$ cat src/design/hrsd_pkg.sv
// Shared constants and types of the HDR scanline decoder.
package hrsd_pkg;

   localparam int BYTE_W  = 8;
   localparam int FLOAT_W = 32;

   localparam logic [1:0] ST_PIXEL = 2'd0;
   localparam logic [1:0] ST_WIDTH = 2'd1;
   localparam logic [1:0] ST_COUNT = 2'd2;
   localparam logic [1:0] ST_BUSY  = 2'd3;

   localparam logic CSR_LINE_WIDTH = 1'b0;
   localparam logic CSR_LINE_COUNT = 1'b1;

   typedef enum logic [3:0] {
      SEQ_IDLE = 4'b0001,
      SEQ_FILL = 4'b0010,
      SEQ_READ = 4'b0100,
      SEQ_EMIT = 4'b1000
   } seq_type;

   typedef enum logic [7:0] {
      PH_HDR    = 8'b0000_0001,
      PH_FLAT   = 8'b0000_0010,
      PH_COUNT  = 8'b0000_0100,
      PH_RUNVAL = 8'b0000_1000,
      PH_LIT    = 8'b0001_0000,
      PH_DONE   = 8'b0010_0000,
      PH_ERRW   = 8'b0100_0000,
      PH_ERRC   = 8'b1000_0000
   } phase_type;

endpackage

$ cat src/design/hrsd_cvt.sv
// Shared converter from one RGBE mantissa and exponent to IEEE single bits.
module hrsd_cvt (
   input  logic [hrsd_pkg::BYTE_W-1:0]  mant,
   input  logic [hrsd_pkg::BYTE_W-1:0]  expo,
   output logic [hrsd_pkg::FLOAT_W-1:0] bits
);

   logic [2:0]        msb;
   logic signed [9:0] be;
   logic [31:0]       wide;
   logic [31:0]       norm;
   logic [31:0]       sub;

   always_comb begin
      msb = 3'd0;
      for (int i = 0; i < 8; i++) begin
         if (mant[i]) begin
            msb = 3'(i);
         end
      end
   end

   assign be   = $signed({7'd0, msb}) + $signed({2'd0, expo}) - 10'sd9;
   assign wide = {24'd0, mant};
   assign norm = wide << (5'd23 - {2'd0, msb});
   assign sub  = wide << ({1'b0, expo[4:0]} + 6'd13);

   always_comb begin
      priority if (expo == '0 || mant == '0) begin
         bits = '0;
      end else if (be > 10'sd0) begin
         bits = {1'b0, be[7:0], norm[22:0]};
      end else begin
         bits = sub;
      end
   end

endmodule

$ cat config.mk
export PLATFORM = sky130hd
export DESIGN_NAME = hrsd_cvt
export DESIGN_NICKNAME = d
export VERILOG_FILES = /design/src/design/hrsd_pkg.sv /design/src/design/hrsd_cvt.sv
export SDC_FILE = /design/constraint.sdc
export NUM_CORES = 1
export LEC_CHECK = 0
export BUFFER_PORTS_ARGS = -buffer_cell sky130_fd_sc_hd__buf_2
export CAP_MARGIN = 0
export CORE_MARGIN = 4
export CORE_UTILIZATION = 55
export DETAILED_ROUTE_END_ITERATION = 12
export PLACE_DENSITY = 0.84
export REMOVE_ABC_BUFFERS = 1
export SETUP_SLACK_MARGIN = 0.5
export SYNTH_ARGS = -nofsm -noshare
export SYNTH_HDL_FRONTEND = slang
export SYNTH_SLANG_ARGS = --single-unit
$ cat constraint.sdc
create_clock -name vclk -period 5.8
set_input_delay 0.58 -clock vclk [all_inputs]
set_output_delay 0.58 -clock vclk [all_outputs]
set_load 0.1 [all_outputs]
==> summary.md, run 1 <==
| Metric | Value |
|---|---|
| Grt total ovfl | `0` |
| Placed Cells | `between 300 and 400` |
| Max Slew Vio Count | `0` |
| Crit path max fanout | `17` |
| Setup violators final | `0` |
| YS warnings | `0` |
| Final period util | `a little over four fifths` |
| FF+latch count | `0` |
| Core ar. | `0.00339 mm2` |
| Worst Hold Path EP | `bits[16]` |
| Cells after synthesis | `289` |
| CP required | `between 5 and 6 ns` |
| HP Class | `in2out` |
| Chip width | `67.8 um` |
| Fill cells | `322` |
| Clock buf count | `0` |
| FMAX | `a little over 200 MHz` |
| Least-Margin Pin Slew | `just under 1 ns` |
| Number of cell rows | `21` |
| Post-DRT Antenna Nets | `0` |
| Placed wire-length estimate | `roughly 4200 um` |
| I/O pins | `48` |
| Pwr Density | `~160 mW/mm2` |
| DR pass1 iterations | `4` |
| WL per Instance | `between 10 and 15 um` |
| Slew margin rel. | `34.4%` |
| Largest cells by area after synthesis | `mux2i_1, ha_1, nand2_1` |
| Min cycle time layout | `4.83 ns` |
| Starting density of the core | `between 50% and 60%` |
| Final hold violation count | `0` |
| Top cells by count, synth | `mux2i_1, nand2_1, nor2_1` |
| Vias in the first global route | `between 1.5k and 2k` |
| Setup WS post-layout | `between 0.9 and 1 ns` |
| Initial antenna violation count | `0` |
| Vias per cell | `roughly 6.1` |
| Peak supply drop | `0.000184 V` |
| Syn Area/Cell | `roughly 6.8 um2` |
| Initial DRC count | `between 200 and 250` |
| Hold Crit Depth | `4` |
| Max_cap viols | `0` |
| Global-route wire length before repair | `around 8700 um` |
| # diodes | `0` |
| Hold_sp | `mant[0]` |
| DRC viols | `0` |
| Port bufs | `44` |
| Cell taking the most area after synthesis | `mux2i_1` |
| Die height | `67.8 um` |
| Synth top area share | `between 10 and 15%` |
| Seq/Total Area, Yosys | `0%` |
| Routability cong. | `roughly 0.9` |
| Leakage power total | `0.996 nW` |
| Die area | `0.00460 mm2` |
| Outcome | `complete, no violations` |
| Synth cell types | `between 60 and 70` |
| Most frequent cell after synthesis | `mux2i_1` |
| Ratio of cells with drive above 1 in the final layout | `a little under a quarter` |
| Worst EP arrival | `roughly 4.3 ns` |
| Crit Path Category | `in2out` |
| Largest net degree at the start of global routing | `22` |
| Global Route Usage Sum | `a little under a quarter` |
| Startpoint Class | `input port` |
| Synthesized area | `~0.002 mm2` |
| Setup WS pre-CTS | `0.875 ns` |
| Vias | `roughly 2.2k` |
| Area delta synth->final | `9.41%` |
| Detailed-route wire length | `between 5000 and 6000 um` |
| Setup crit end kind | `primary output` |
| Final instance count without filler cells | `356` |
| Storage element area | `0 um2` |
| Nets | `between 300 and 400` |
| Unrepaired setup endpoints after global routing | `false` |
[cells in the final DEF, fill, tap and decap left out, types with 9 or more instances in the layout]
| cell type | n |
|---|---|
| mux2i_1 | 28 |
| nand3_1 | 11 |
| ha_1 | 14 |
| nor2_1 | 22 |
| nor2b_1 | 9 |
| nor3_1 | 9 |
| o21ai_0 | 15 |
| nand2_1 | 26 |
| buf_2 | 39 |
| inv_1 | 18 |
| a21oi_1 | 15 |
[report_power, final]
part           switching [W]  internal (W)  total (W)
registers                  0             0          0
clock network              0             0          0
logic               0.000266     0.0000896   0.000355
total               0.000266     0.0000896   0.000355
[final cells by class]
| class | instances | area [um2] | area share, % |
|---|---|---|---|
| multi-input cells | 243 | 1760 | 81.8 |
| well taps | 46 | 57.6 | 2.67 |
| repair buffers | 48 | 263 | 12.2 |
| inverters | 19 | 71.3 | 3.31 |
[worst max-delay path, stage by stage]
cell and delay (ns):
buf_2 0.17, nor2_1 0.35, o21a_1 0.19, nor3_1 0.06, ha_1 0.20, inv_1 0.05, ha_1 0.15, inv_1 0.05
fa_1 0.40, nor2b_1 0.16, o21a_1 0.20, o21ai_0 0.14, nor4_2 0.42, a22oi_4 0.28, buf_4 0.23, nor3b_2 0.15
buf_2 0.45
[worst max path at each step]
stage,from,endpoint,depth (start not counted)
floorplan,mant[5],bits[4],13
global placement,mant[3],bits[5],16
detailed placement,mant[3],bits[17],16
CTS,mant[3],bits[6],16
global route,mant[3],bits[11],17
finish,mant[6],bits[11],17
[routing by layer]
layer	global-route usage, %	up-vias	wire (um)
met5	0	-	0
met4	1.74	0	39
met3	0.821	4	301
met2	39.0	70	2430
met1	34.1	1015	2500
li1	-	1069	-
[per-stage QoR]
step	hold WS (ns)	TNS [ns]	utilization [%]	total power, W	cell area [um2]
2_1_floorplan	1.54	-2.42	-	0.000285	1830
3_3_place_gp	1.75	0	62.6	0.000347	2120
3_5_place_dp	1.77	0	62.6	0.000350	2120
4_1_cts	1.77	0	62.6	0.000351	2120
5_1_grt	1.80	0	63.5	0.000379	2150
6_report	1.76	0	63.5	0.000355	2150
[logic make-up after synthesis]
logic type	synth area share (%)
XOR/XNOR	4.01
adder cells (fa/ha/maj)	9.92
buffers and inverters	11.3
other	0.191
multiplexers	15.4
AND/OR/NAND/NOR	33.8
AO/OA/AOI/OAI	25.4
[timing repair]
action	4_1_cts	5_1_grt
resized for setup	0	6
hold buffers	0	0
endpoints found under the setup margin	0	16
setup buffers	0	2
No activity file was read; power rests on OpenSTA's default activity.
==> inputs of run 2 (changes only) <==
--- a/config.mk
+++ b/config.mk
@@ -8,9 +8,9 @@
 export BUFFER_PORTS_ARGS = -buffer_cell sky130_fd_sc_hd__buf_2
 export CAP_MARGIN = 0
 export CORE_MARGIN = 4
-export CORE_UTILIZATION = 55
+export CORE_UTILIZATION = 52
 export DETAILED_ROUTE_END_ITERATION = 12
-export PLACE_DENSITY = 0.84
+export PLACE_DENSITY = 0.83
 export REMOVE_ABC_BUFFERS = 1
 export SETUP_SLACK_MARGIN = 0.5
 export SYNTH_ARGS = -nofsm -noshare
==> constraint.sdc (replaced) <==
create_clock -name vclk -period 3.99
set_input_delay 0.399 -clock vclk [all_inputs]
set_output_delay 0.399 -clock vclk [all_outputs]
set_load 0.1 [all_outputs]
==> run 2 against run 1 <==
  * Design area is 58% higher
  * Non-clock buffer count is 47 higher
  * Global-route usage is 13 points higher
  * Sequential share of layout area stayed put
  * Die area is 5.1% higher
  * Hold slack worse by 0.36 ns
  * Utilization is 29 points higher
  * The flow now finishes with violations (negative setup slack)
  * Critical path depth is 3 higher
  * Critical path type unchanged
  * Routed wire length is 120% higher
==> summary.md, run 2 (synthesized netlist as in run 1, its figures left out) <==
| Metric | Value |
|---|---|
| Outcome | `complete, but fails checks` |
| Failing checks | `negative setup slack` |
| Most common cell after layout, fill and taps aside | `buf_4` |
| Grt total ovfl | `0` |
| Comb power frac | `between 90% and 100%` |
| Worst EP arrival | `between 3 and 4 ns` |
| Ratio of cells with drive above 1 in the final layout | `a little under half` |
| Global Route Usage Sum | `36.7%` |
| Final instance count without filler cells | `~410` |
| Port bufs | `between 40 and 50` |
| Crit Path Category | `in2out` |
| Slew margin rel. | `between 40% and 50%` |
| # diodes | `0` |
| Routability cong. | `between 0.9 and 1` |
| # hold bufs at CTS | `0` |
| Cell area after layout | `between 0.003 and 0.004 mm2` |
| Switching Fraction | `about 64%` |
| Nets | `about 390` |
| Peak supply drop | `about 0.00022 V` |
| Vias in the first global route | `2785` |
| Vias per cell | `7.74` |
| CP startpoint | `mant[4]` |
| FF+latch count | `0` |
| Area delta synth->final | `73.0%` |
| Setup violators final | `28` |
| Max Slew Vio Count | `0` |
| Internal power | `~0.0003 W` |
| Hold_sp | `mant[0]` |
| DRC viols | `0` |
| Vias | `between 3k and 4k` |
| Die area | `0.00483 mm2` |
| Final period util | `110%` |
| Most frequent cells in the layout | `buf_4, buf_12, nand2_1` |
| WL per Instance | `roughly 28 um` |
| Setup crit end kind | `primary output` |
| Setup TNS | `-8.38 ns` |
| Clock share of power | `0%` |
| Core ar. | `~0.0037 mm2` |
| Placed Cells | `slightly below 400` |
| Chip width | `around 70 um` |
| Clock buf count | `0` |
| Detailed-route wire length | `between 10000 and 15000 um` |
| Least-Margin Pin Slew | `between 0.8 and 0.9 ns` |
| Global-route wire length before repair | `roughly 15000 um` |
| Pwr Density | `around 240 mW/mm2` |
| Worst hold slack | `about 1.4 ns` |
| I/O pins | `48` |
| Post-DRT Antenna Nets | `0` |
| Setup WS post-layout | `-0.402 ns` |
| Startpoint Class | `input port` |
| Largest net degree at the start of global routing | `22` |
| Starting density of the core | `53.8%` |
| CP required | `3.59 ns` |
| Number of cell rows | `22` |
| Hold Crit Depth | `4` |
| Crit path max fanout | `5` |
| Reg power frac | `0%` |
| DR pass1 iterations | `10` |
| FMAX | `around 230 MHz` |
| Placed wire-length estimate | `around 5400 um` |
| Die height | `69.5 um` |
| Min cycle time layout | `about 4.4 ns` |
| Leakage power total | `1.46 nW` |
| Initial DRC count | `roughly 620` |
| Storage element area | `0 um2` |
| Unrepaired setup endpoints after global routing | `true` |
| DP Area | `between 0.002 and 0.003 mm2` |
| Final hold violation count | `0` |
| Initial antenna violation count | `0` |
| Max_cap viols | `0` |
| HP Class | `in2out` |
| Psw | `0.000528 W` |
## run 2: cell count changes in the layout (fill, tap and decap cells not counted), sizes merged
| cell | delta |
|---|---|
| buf | +52 |
| a22oi | +1 |
| clkbuf | -5 |
| a22o | +1 |
## run 2: critical path, stage by stage
cell,delay [ns]
buf_6,0.10
buf_6,0.11
nor2_4,0.12
o21a_1,0.20
nor3_2,0.07
ha_2,0.18
inv_2,0.07
ha_4,0.17
inv_4,0.05
fa_2,0.66
nand2_2,0.15
nor3_4,0.24
o21ai_2,0.09
nor4_2,0.23
buf_4,0.22
a22oi_4,0.10
buf_12,0.17
buf_4,0.16
mux2i_2,0.27
buf_12,0.21
## run 2: cell type report
class	instances	area (um2)
Inverter	19	76.3
Fill cell	111	256
Tap cell	48	60.1
Multi-Input combinational cell	245	2130
Timing Repair Buffer	95	1130
## run 2: metrics by stage
stage	worst slack [ns]	utilization (%)	total power [W]
after global routing	-0.506	93.0	0.000845
after floorplan	-2.25	-	0.000414
after global placement	-0.171	75.6	0.000625
final	-0.402	93.0	0.000828
after CTS	0.0543	84.9	0.000708
after detailed placement	-0.454	75.6	0.000644
## run 2: repair_timing
action	CTS	global route
buffers inserted	7	12
cloned	2	0
gates resized for setup	59	33
pin swaps	18	22
endpoints found under the setup margin	28	28
## run 2: power groups by stage
stage	combinational, W	clock [W]	sequential, W
6_report	0.000828	0	0
5_1_grt	0.000845	0	0
4_1_cts	0.000708	0	0
3_5_place_dp	0.000644	0	0
3_3_place_gp	0.000625	0	0
2_1_floorplan	0.000414	0	0
## run 2: final timing paths
kind        to
min   bits[16]
max   bits[17]
## run 2: routing by layer
layer  wire length, um  part of all wire, %  up-vias  global-route usage [%]
li1                  -                    -     1181                       -
met1              3660                   32     1340                    41.8
met4              1480                   13        0                    22.1
met2              4670                   41      446                    64.1
met5                 0                    0        -                       0
met3              1720                   15      185                    5.07
